[config.mk]
export PLATFORM = sky130hd
export DESIGN_NAME = frame_header_deframer_flat
export DESIGN_NICKNAME = d
export VERILOG_FILES = /design/src/rtl/fhd_pkg.sv /design/src/rtl/fhd_stream_if.sv /design/src/rtl/fhd_core.sv /design/src/rtl/fhd_out_buf.sv /design/src/rtl/frame_header_deframer.sv /design/src/flat_wrapper.sv
export SDC_FILE = /design/constraint.sdc
export NUM_CORES = 1
export LEC_CHECK = 0
export BUFFER_PORTS_ARGS = -buffer_cell sky130_fd_sc_hd__buf_2
export CORE_AREA = 3 3 187 189
export DETAILED_ROUTE_END_ITERATION = 10
export DIE_AREA = 0 0 190 192
export HOLD_SLACK_MARGIN = 0.08
export MAX_ROUTING_LAYER = met4
export PLACE_DENSITY = 0.66
export SLEW_MARGIN = 40
export SYNTH_ARGS = -nofsm -noshare
export SYNTH_HDL_FRONTEND = slang
export SYNTH_SLANG_ARGS = --single-unit
[constraint.sdc]
create_clock -name clk -period 6 [get_ports clk]
set_input_delay 0.3 -clock clk [delete_from_list [all_inputs] [get_ports clk]]
set_output_delay 0.3 -clock clk [all_outputs]
set_load 0.03 [all_outputs]
[src/rtl/fhd_pkg.sv]
// Frame header deframer package: stream item types, status codes, phases,
// header layout constants and configuration reset values. No dependencies.
`default_nettype none

package fhd_pkg;

  localparam int HDR_LEN    = 20;
  localparam int VER_START  = 4;
  localparam int TYPE_START = 6;
  localparam int JSON_START = 8;
  localparam int ATT_START  = 12;

  localparam logic [7:0] MAGIC [4] = '{8'h44, 8'h54, 8'h52, 8'h57};  // "DTRW"

  localparam logic [15:0] PROTOCOL_VERSION_RST = 16'd1;
  localparam logic [31:0] JSON_LIMIT_RST       = 32'd16777216;
  localparam logic [63:0] ATTACHMENT_LIMIT_RST = 64'd1073741824;

  typedef enum logic [1:0] {
    REG_PROTOCOL_VERSION = 2'd0,
    REG_JSON_LIMIT       = 2'd1,
    REG_ATTACHMENT_LIMIT = 2'd2
  } cfg_reg_t;

  typedef enum logic [1:0] {
    PH_HEADER = 2'd0,
    PH_JSON   = 2'd1,
    PH_ATTACH = 2'd2,
    PH_HALT   = 2'd3
  } phase_t;

  typedef enum logic [3:0] {
    ST_HEADER  = 4'd0,
    ST_JSON    = 4'd1,
    ST_ATTACH  = 4'd2,
    ST_CLEAN   = 4'd3,
    ST_EARLY   = 4'd4,
    ST_MAGIC   = 4'd5,
    ST_VERSION = 4'd6,
    ST_LENGTH  = 4'd7,
    ST_HALTED  = 4'd8
  } status_t;

  typedef struct packed {
    logic [15:0] protocol_version;
    logic [31:0] json_limit;
    logic [63:0] attachment_limit;
  } cfg_t;

  typedef struct packed {
    logic [7:0] byte_value;
    logic       end_of_input;
  } in_item_t;

  typedef struct packed {
    status_t     status;
    logic [7:0]  data_byte;
    logic        last_of_frame;
    logic [15:0] frame_type;
    logic [31:0] json_length;
    logic [63:0] attachment_length;
  } out_item_t;

endpackage

`default_nettype wire

[src/rtl/fhd_stream_if.sv]
// Valid/ready stream interface carrying one payload item per transaction.
// Payload type is set per channel from fhd_pkg item types.
`default_nettype none

interface fhd_stream_if #(
  parameter type item_t = logic
);
  logic  valid;
  logic  ready;
  item_t payload;

  modport source (output valid, output payload, input ready);
  modport sink   (input valid, input payload, output ready);
endinterface

`default_nettype wire

[src/rtl/fhd_core.sv]
// Deframer state and per-byte decode: header shift-in, checks, payload count.
// Produces one result item per accepted input. Depends on fhd_pkg.
`default_nettype none

module fhd_core (
  input  wire logic              clk,
  input  wire logic              rst,
  input  wire logic              accept,
  input  wire fhd_pkg::in_item_t item,
  input  wire fhd_pkg::cfg_t     cfg,
  output fhd_pkg::out_item_t     result
);

  fhd_pkg::phase_t phase, phase_next;
  logic [4:0]  header_index, header_index_next;
  logic        magic_ok, magic_ok_next;
  logic [15:0] version_field, version_field_next;
  logic [15:0] type_field, type_field_next;
  logic [31:0] json_field, json_field_next;
  logic [63:0] attachment_field, attachment_field_next;
  logic [63:0] remaining_bytes, remaining_bytes_next;

  fhd_pkg::status_t status;
  logic [7:0] data_byte;
  logic       last_of_frame;
  logic [7:0] b;

  assign b = item.byte_value;

  always_comb begin
    phase_next            = phase;
    header_index_next     = header_index;
    magic_ok_next         = magic_ok;
    version_field_next    = version_field;
    type_field_next       = type_field;
    json_field_next       = json_field;
    attachment_field_next = attachment_field;
    remaining_bytes_next  = remaining_bytes;
    status                = fhd_pkg::ST_HALTED;
    data_byte             = 8'd0;
    last_of_frame         = 1'b0;

    if (phase == fhd_pkg::PH_HALT) begin
      status = fhd_pkg::ST_HALTED;
    end else if (item.end_of_input) begin
      if (phase == fhd_pkg::PH_HEADER && header_index == 5'd0) begin
        status = fhd_pkg::ST_CLEAN;
      end else begin
        status     = fhd_pkg::ST_EARLY;
        phase_next = fhd_pkg::PH_HALT;
      end
    end else if (phase == fhd_pkg::PH_HEADER) begin
      status = fhd_pkg::ST_HEADER;
      priority if (header_index < 5'(fhd_pkg::VER_START)) begin
        if (b != fhd_pkg::MAGIC[header_index[1:0]]) begin
          magic_ok_next = 1'b0;
        end
      end else if (header_index < 5'(fhd_pkg::TYPE_START)) begin
        version_field_next = {version_field[7:0], b};
      end else if (header_index < 5'(fhd_pkg::JSON_START)) begin
        type_field_next = {type_field[7:0], b};
      end else if (header_index < 5'(fhd_pkg::ATT_START)) begin
        json_field_next = {json_field[23:0], b};
      end else begin
        attachment_field_next = {attachment_field[55:0], b};
      end

      if (header_index != 5'(fhd_pkg::HDR_LEN - 1)) begin
        header_index_next = header_index + 5'd1;
      end else begin
        header_index_next = 5'd0;
        // magic is final long before the last header byte
        priority if (!magic_ok) begin
          status     = fhd_pkg::ST_MAGIC;
          phase_next = fhd_pkg::PH_HALT;
        end else if (version_field_next != cfg.protocol_version) begin
          status     = fhd_pkg::ST_VERSION;
          phase_next = fhd_pkg::PH_HALT;
        end else if (json_field_next == 32'd0 || json_field_next > cfg.json_limit
                     || attachment_field_next > cfg.attachment_limit) begin
          status     = fhd_pkg::ST_LENGTH;
          phase_next = fhd_pkg::PH_HALT;
        end else begin
          phase_next           = fhd_pkg::PH_JSON;
          remaining_bytes_next = 64'(json_field_next);
        end
      end
    end else begin
      status    = (phase == fhd_pkg::PH_JSON) ? fhd_pkg::ST_JSON : fhd_pkg::ST_ATTACH;
      data_byte = b;
      // count reaches zero on this byte
      if (remaining_bytes <= 64'd1) begin
        remaining_bytes_next = 64'd0;
        if (phase == fhd_pkg::PH_JSON && attachment_field != 64'd0) begin
          phase_next           = fhd_pkg::PH_ATTACH;
          remaining_bytes_next = attachment_field;
        end else begin
          last_of_frame     = 1'b1;
          phase_next        = fhd_pkg::PH_HEADER;
          header_index_next = 5'd0;
          magic_ok_next     = 1'b1;
        end
      end else begin
        remaining_bytes_next = remaining_bytes - 64'd1;
      end
    end
  end

  always_comb begin
    result.status            = status;
    result.data_byte         = data_byte;
    result.last_of_frame     = last_of_frame;
    result.frame_type        = type_field_next;
    result.json_length       = json_field_next;
    result.attachment_length = attachment_field_next;
  end

  always_ff @(posedge clk) begin
    if (rst) begin
      phase            <= fhd_pkg::PH_HEADER;
      header_index     <= 5'd0;
      magic_ok         <= 1'b1;
      version_field    <= 16'd0;
      type_field       <= 16'd0;
      json_field       <= 32'd0;
      attachment_field <= 64'd0;
      remaining_bytes  <= 64'd0;
    end else if (accept) begin
      phase            <= phase_next;
      header_index     <= header_index_next;
      magic_ok         <= magic_ok_next;
      version_field    <= version_field_next;
      type_field       <= type_field_next;
      json_field       <= json_field_next;
      attachment_field <= attachment_field_next;
      remaining_bytes  <= remaining_bytes_next;
    end
  end

endmodule

`default_nettype wire

[src/rtl/fhd_out_buf.sv]
// Result register with a skid entry: registered ready toward the input side.
// Depends on fhd_pkg for the result item type.
`default_nettype none

module fhd_out_buf (
  input  wire logic               clk,
  input  wire logic               rst,
  input  wire logic               in_valid,
  output logic                    in_ready,
  input  wire fhd_pkg::out_item_t in_item,
  output logic                    out_valid,
  input  wire logic               out_ready,
  output fhd_pkg::out_item_t      out_item
);

  fhd_pkg::out_item_t skid;
  logic               skid_valid;

  assign in_ready = !skid_valid;

  always_ff @(posedge clk) begin
    if (rst) begin
      out_valid  <= 1'b0;
      skid_valid <= 1'b0;
    end else if (out_valid && !out_ready) begin
      // stalled: park a new transaction in the skid entry
      if (in_valid && in_ready) begin
        skid       <= in_item;
        skid_valid <= 1'b1;
      end
    end else if (skid_valid) begin
      out_item   <= skid;
      out_valid  <= 1'b1;
      skid_valid <= 1'b0;
    end else begin
      out_item  <= in_item;
      out_valid <= in_valid;
    end
  end

endmodule

`default_nettype wire

[src/rtl/frame_header_deframer.sv]
// Frame header deframer top level: configuration registers, decode core and
// result buffer. Depends on fhd_pkg, fhd_stream_if, fhd_core, fhd_out_buf.
//
// Usage:
//   byte_in carries one stream byte or an end marker per transaction;
//   result_out gives exactly one result per accepted input, in order.
//   Each frame is a 20-byte header (magic, version, type, JSON length,
//   attachment length) followed by JSON and attachment bytes. The header is
//   checked on its last byte; an error or an early end halts the block and
//   every later input returns the halted status until reset.
//   Results are registered in the output buffer. Inputs are taken at one
//   byte per cycle while byte_in.ready is high; the per-byte decode and
//   the 64-bit payload count update sit between the input and the result
//   register. A two-entry output buffer (result register plus skid entry)
//   keeps byte_in.ready registered; with the receiver stalled, one more
//   input is taken and then ready drops until the result is taken.
//   Reset (rst, synchronous) clears the decode state, empties the buffer and
//   loads the register defaults. Config writes (cfg_we, cfg_index, cfg_data)
//   take effect in the next cycle; index 3 is ignored.
`default_nettype none

module frame_header_deframer (
  input  wire logic   clk,
  input  wire logic   rst,
  fhd_stream_if.sink   byte_in,
  fhd_stream_if.source result_out,
  input  wire logic        cfg_we,
  input  wire logic [1:0]  cfg_index,
  input  wire logic [63:0] cfg_data
);

  fhd_pkg::cfg_t      cfg;
  fhd_pkg::out_item_t core_result;
  logic               accept;
  logic               buf_in_ready;

  always_ff @(posedge clk) begin
    if (rst) begin
      cfg.protocol_version <= fhd_pkg::PROTOCOL_VERSION_RST;
      cfg.json_limit       <= fhd_pkg::JSON_LIMIT_RST;
      cfg.attachment_limit <= fhd_pkg::ATTACHMENT_LIMIT_RST;
    end else if (cfg_we) begin
      unique case (cfg_index)
        fhd_pkg::REG_PROTOCOL_VERSION: cfg.protocol_version <= cfg_data[15:0];
        fhd_pkg::REG_JSON_LIMIT:       cfg.json_limit       <= cfg_data[31:0];
        fhd_pkg::REG_ATTACHMENT_LIMIT: cfg.attachment_limit <= cfg_data;
        default: ;
      endcase
    end
  end

  assign byte_in.ready = buf_in_ready;
  assign accept        = byte_in.valid && buf_in_ready;

  fhd_core u_core (
    .clk    (clk),
    .rst    (rst),
    .accept (accept),
    .item   (byte_in.payload),
    .cfg    (cfg),
    .result (core_result)
  );

  fhd_out_buf u_out_buf (
    .clk       (clk),
    .rst       (rst),
    .in_valid  (accept),
    .in_ready  (buf_in_ready),
    .in_item   (core_result),
    .out_valid (result_out.valid),
    .out_ready (result_out.ready),
    .out_item  (result_out.payload)
  );

endmodule

`default_nettype wire

[src/flat_wrapper.sv]
// flat-port wrapper written by rule: the top's interface ports become plain ports
module frame_header_deframer_flat 
  (clk, rst, cfg_we, cfg_index, cfg_data, byte_in_valid, byte_in_payload, byte_in_ready, result_out_valid, result_out_payload, result_out_ready);
  fhd_stream_if byte_in_i ();
  fhd_stream_if result_out_i ();
  input  wire logic clk;
  input  wire logic rst;
  input  wire logic cfg_we;
  input  wire logic [1:0] cfg_index;
  input  wire logic [63:0] cfg_data;
  input wire logic [$bits(byte_in_i.valid)-1:0] byte_in_valid;
  input wire logic [$bits(byte_in_i.payload)-1:0] byte_in_payload;
  output wire logic [$bits(byte_in_i.ready)-1:0] byte_in_ready;
  output wire logic [$bits(result_out_i.valid)-1:0] result_out_valid;
  output wire logic [$bits(result_out_i.payload)-1:0] result_out_payload;
  input wire logic [$bits(result_out_i.ready)-1:0] result_out_ready;
  assign byte_in_i.valid = byte_in_valid;
  assign byte_in_i.payload = byte_in_payload;
  assign byte_in_ready = byte_in_i.ready;
  assign result_out_valid = result_out_i.valid;
  assign result_out_payload = result_out_i.payload;
  assign result_out_i.ready = result_out_ready;
  frame_header_deframer u_core (.clk(clk), .rst(rst), .byte_in(byte_in_i), .result_out(result_out_i), .cfg_we(cfg_we), .cfg_index(cfg_index), .cfg_data(cfg_data));
endmodule
### After elaboration in Yosys (flattened, before gate mapping)

Cells that the tools add are included.

* flip-flop bits (word level): 300
* latch bits: 0
* bits in writable memories: 0
* memory bits (read-only): 0
* bits of input ports: 72
* memories: 0

* $add $sub $neg: 2
* multiply operators: 0
* divide/modulo/power cells: 0
* order comparisons: 8
* equality and inequality tests: 15
* shifts and indexed selects: 0
* multiplexer cells: 55
* bitwise gates (word level): 5
* reduce and logical (&&, ||, !) cells: 28

Operators with widths (number)
* 64-bit two-way mux: 17
* 32-bit two-way mux: 10
* 16-bit two-way mux: 5
* 64-bit greater-than comparator: 1
* 64-bit by 1-bit <= comparator with 1-bit output, second input constant: 1
* 64-bit nonzero test: 1
* 64-bit by 1-bit subtractor with 64-bit output, second input constant: 1
* 32-bit greater-than comparator: 1
* 32-bit zero test: 1
* 5-bit two-way mux: 4
* 2-bit two-way mux: 9
* 8-bit binary-select mux with 2-bit select: 1
* 8-bit two-way mux: 2
* 16-bit != test: 1
* 7-bit AND reduction: 2
* 2-bit != test, second input constant: 6
* 5-bit by 3-bit < comparator with 1-bit output, second input constant: 2
* 5-bit by 4-bit < comparator with 1-bit output, second input constant: 2
* 5-bit AND reduction: 2
* 2-bit AND reduction: 4
* 8-bit nonzero test: 1
* 1-bit two-way mux: 7
* 5-bit by 1-bit adder with 5-bit output, second input constant: 1
* 1-bit logical AND: 5
* other kinds (17): 26

### Depth between registers and ports, before layout

* word-level depth: 17
* depth in mapped cells: 18
* gate-level depth less buffers: 13

### Cells and area by module

Synthesis repeated with hierarchy kept, for this count alone.

* cell total of the unflattened synthesis: 2899
* area, all modules: 29054.1 um^2

Modules (own cells, without submodules)
* fhd_core: instances 1, cells an instance 2057, area an instance 15179.6 um^2
* fhd_out_buf: instances 1, cells an instance 398, area an instance 9153.8 um^2
* frame_header_deframer: instances 1, cells an instance 444, area an instance 4720.8 um^2

### Least setup slack after synthesis

OpenSTA, ideal clock, no wires.

* kind: register -> register
* from: register u_core.u_core.header_index[3]
* to: register u_core.u_core.remaining_bytes[22]
* library setup time: 138 ps
* data arrival time: 4120 ps
* required time: 5862 ps
* path slack: 1742 ps
* cell stages (with the launch flop): 18
* buffers on the path: 6
* period minus slack after synthesis: 4258 ps
* cells stage by stage: dfxtp_1 clkbuf_1 nor3b_1 clkbuf_1 buf_1 mux2_2 ha_1 a21oi_1 nand2_1 a221o_1 o31ai_1 a22oi_1 nor4_1 a22o_1 buf_2 buf_2 clkbuf_1 a211oi_1

* word-level cells in the longest chain between the ends: 13
* elaborated cells on any way between the ends: 39
* those cells by class: order compare (6); eq/ne (5); mux (24); reduce/logical (4)

Ends and longest elaborated chain
* start, declared: line fhd_core.sv:15 `logic [4:0] header_index, header_index_next;`
* start signal, assigned: line fhd_core.sv:130 `header_index <= header_index_next;`
* branches (longest 13 deep; another with 64-bit greater-than comparator)
* end signal, assigned: line fhd_core.sv:136 `remaining_bytes <= remaining_bytes_next;`
* end, declared: line fhd_core.sv:21 `logic [63:0] remaining_bytes, remaining_bytes_next;`

Several ways; the timed one is not identified. The select of a mux whose other input is x is not followed.
A chain may end at the register's enable or synchronous reset.

### Final worst setup path

* from: register u_core.u_core.header_index[3]
* to: register u_core.u_core.remaining_bytes[33]

* word-level cells in the longest chain between the ends: 13
* elaborated cells on any way between the ends: 34
* those cells by class: order compare (6); eq/ne (5); mux (19); reduce/logical (4)

Ends and longest elaborated chain
* branches (longest 12 deep; another with 64-bit greater-than comparator)
* 7-bit AND reduction (no line) (*)

Every way passes the cells marked *. The select of a mux whose other input is x is not followed.

==> flow_metrics.tcl <==
set metrics [dict create \
    post_drt_wl_per_cell_microns 19.40 \
    io_pins 75 \
    fin_crit_sh_pct 81.47 \
    switching_power_w 0.002080 \
    cts_buffer_depth 3 \
    fmax_mhz 204.6 \
    grt_max_degree 199 \
    vias 15880 \
    power.leakage_nw 7.328 \
    cts.sinks 300 \
    vdd_drop_max_mv 0.2450 \
    start_util_pct 49.83 \
    antenna_found_initial 0 \
    switching_share_pct 34.27 \
    grt_pass1_wl_microns 82010 \
    hpwl_microns 36220 \
    ys_ff_latch 300 \
    drive_above_1_share_pct 12.81 \
    cts_buffers 35 \
    power.density_nw_per_um2 317.2 \
    slew_headroom_pct 44.21 \
    grt.overflow.total 0 \
    die_w_microns 190 \
    synth_nets 2317 \
    p_int_w 0.003989 \
    fin_hold_ws_ps 127.3 \
    hold_start "result_out_ready" \
    synth-seq-area-share_pct 36.15 \
    gp_congestion 0.9936 \
    place_area_sq_um 17310 \
    synth.area.top_cells "dfxtp_1 36%, nand2_1 11%, a21oi_1 10%, ha_1 7.5%, mux2_2 5.4%" \
    cts_tree "yes" \
    startpoint "u_core.u_core.header_index[3]$_SDFFE_PP0P_" \
    arrival_ps 5320 \
    synth_ff_type "dfxtp_1" \
    dieArea_sq_um 36480 \
    max-cap-violations 0 \
    critPathTopFamily "compound AO/OA/AOI/OAI gates" \
    firstDrtPassIters 5 \
    yosysMostFrequentCell "nand2_1" \
    syn_area_sq_um 16670 \
    worstSkewPairLatency_ps 530 \
    nets 2382 \
    ctsResizeCount 0 \
    cp_slowest_cell "a22o_2" \
    setup_violations 0 \
    htree_levels 2 \
    finalWirelength_microns 52000 \
    drt_iter0_markers 1464 \
    grtUsageMet3_pct 4.380 \
    drc 0 \
    p_comb_share_pct 29.7 \
    rsz0062_at_grt "false" \
    synth_warnings 0 \
    synthArstFlopShare_pct 0 \
    tightest_slew_ps 836.9 \
    power_frac_seq_pct 35.3 \
    root_buffer "clkbuf_16" \
    numPortBuffers 74 \
    worstPathCellList "nor3b_2 > buf_4 > mux2_2 > ha_1 > a21oi_1 > nand2_1 > a221o_1 > o31ai_1 > a22oi_1 > nor4_1 > a22o_2 > buf_4 > a21oi_1 > a211oi_1" \
    viasPerCell 5.926 \
    endpoint_kind "flip-flop" \
    status "completed" \
    critPathRequiredTime_ps 6430 \
    use_met2_pct 42.58 \
    critical-path-max-stage-delay_ps 650 \
    synth_top_area_cell "dfxtp_1" \
    slew_viol_final 0 \
    r2r-start "u_core.u_core.header_index[3]$_SDFFE_PP0P_" \
    worst-path-buf-inv 2 \
    start_kind "flip-flop" \
    final_core_utilization_pct 57.21 \
    fin_skew_ps 11.80 \
    grt_pass1_vias 14710 \
    antenna_cells 0 \
    track_usage_pct 28.72 \
    clkSlewWorstSetupHoldPaths_ps 60 \
    hp-class "input port to flip-flop" \
    ant_nets 0 \
    grt_use_met1_pct 41.13 \
    path_class "flip-flop to flip-flop" \
    top_usage_layer "met2" \
    synth_commonest_cells "475 x nand2_1, 344 x a21oi_1, 298 x dfxtp_1" \
    ys_types 77 \
    postSynthAreaPerCell_sq_um 7.770 \
    clockPowerShare_pct 35.0 \
    fin_area_sq_um 19130 \
    synth_top_area_share_pct 35.79 \
    finalHoldViolCount 0 \
    tns_ps 0 \
    core_area_sq_um 33450 \
    synth_edf_count 2 \
    syn_to_final_growth_pct 14.80 \
    die_h_microns 192 \
    cp_max_fo 36 \
    finalCriticalPeriod_ps 4888 \
    rows 67 \
    synthCells 2145 \
]
power groups by stage:
stage / registers, W / clock network, W / logic, W
3_5_place_dp: 0.00218 / 0 / 0.00172
3_3_place_gp: 0.00218 / 0 / 0.00170
6_report: 0.00214 / 0.00212 / 0.00180
5_1_grt: 0.00215 / 0.00223 / 0.00199
4_1_cts: 0.00214 / 0.00216 / 0.00177
2_1_floorplan: 0.00216 / 0 / 0.00136
registers in the layout (all words and copies together), names as in the netlist, 2 cells and up:
signal / cells
u_core.cfg: 112
u_core.u_core.attachment_field: 64
u_core.u_core.remaining_bytes: 64
u_core.u_core.json_field: 32
u_core.u_core.version_field: 16
u_core.u_core.header_index: 5
u_core.u_core.phase: 2
routing by layer:
layer,routed length (microns),share of wire (%)
met5,0,0
met4,1187,2.3
met3,4252,8.2
met2,22630,44
met1,23930,46
area by class of cell:
class / count / area [sq um]
clock buffer: 48 / 975.9
timing repair buffer: 165 / 1260
fill: 3067 / 14310
tap: 448 / 560.5
inverter: 117 / 439.2
clock inverter: 11 / 151.4
multi-input combinational: 1591 / 9722
sequential: 300 / 6026
cell usage in the layout, fill, tap and decap left out, types with 17 or more instances in the layout:
cell type and n:
a211oi_1 33, a211oi_2 20, a21oi_1 343, and3_1 24
buf_2 73, buf_4 24, clkbuf_16 36, dfxtp_1 298
dlygate4sd3_1 64, ha_1 100, inv_1 117, mux2_2 80
nand2_1 474, nand3_1 20, nand4_1 30, nor2_1 105
nor3_1 44, nor4_1 46, o21ai_0 21, o221a_1 17
xnor2_1 22
cells by family after synthesis:
logic type | count (synthesis) | share of synthesized area (%)
multiplexers | 85 | 5.705
adder cells (fa/ha/maj) | 100 | 7.507
AND/OR/NAND/NOR | 835 | 22.84
buffers and inverters | 254 | 6.021
XOR/XNOR | 32 | 1.682
AO/OA/AOI/OAI | 539 | 20.09
flip-flops | 300 | 36.15
path summary, 6_finish.rpt:
kind	endpoint	depth (start not counted)	slack, ps
worst min-delay path	u_core.u_out_buf.skid_valid$_SDFFE_PP0P_	3	130
worst min register to register	u_core.cfg[38]$_SDFFE_PP0P_	2	450
worst max-delay path	u_core.u_core.remaining_bytes[33]$_SDFFE_PP0P_	14	1110
worst max register to register	u_core.u_core.remaining_bytes[33]$_SDFFE_PP0P_	14	1110
timing repair:
action	CTS	global route
hold buffers	64	0
setup buffers	0	0
hold endpoints to repair	110	0
metrics by stage:
stage,instances,power [W],setup WS (ps)
6_report,2680,0.006069,1112
5_1_grt,2680,0.006380,858.2
4_1_cts,2678,0.006070,1083
3_5_place_dp,2555,0.003907,1100
3_3_place_gp,2554,0.003879,1278
2_1_floorplan,2145,0.003527,1742
worst min-delay path, stage by stage:
cell	delay, ps
buf_2	70
nand2b_1	150
nor3_1	70
No activity file was read; power rests on OpenSTA's default activity.
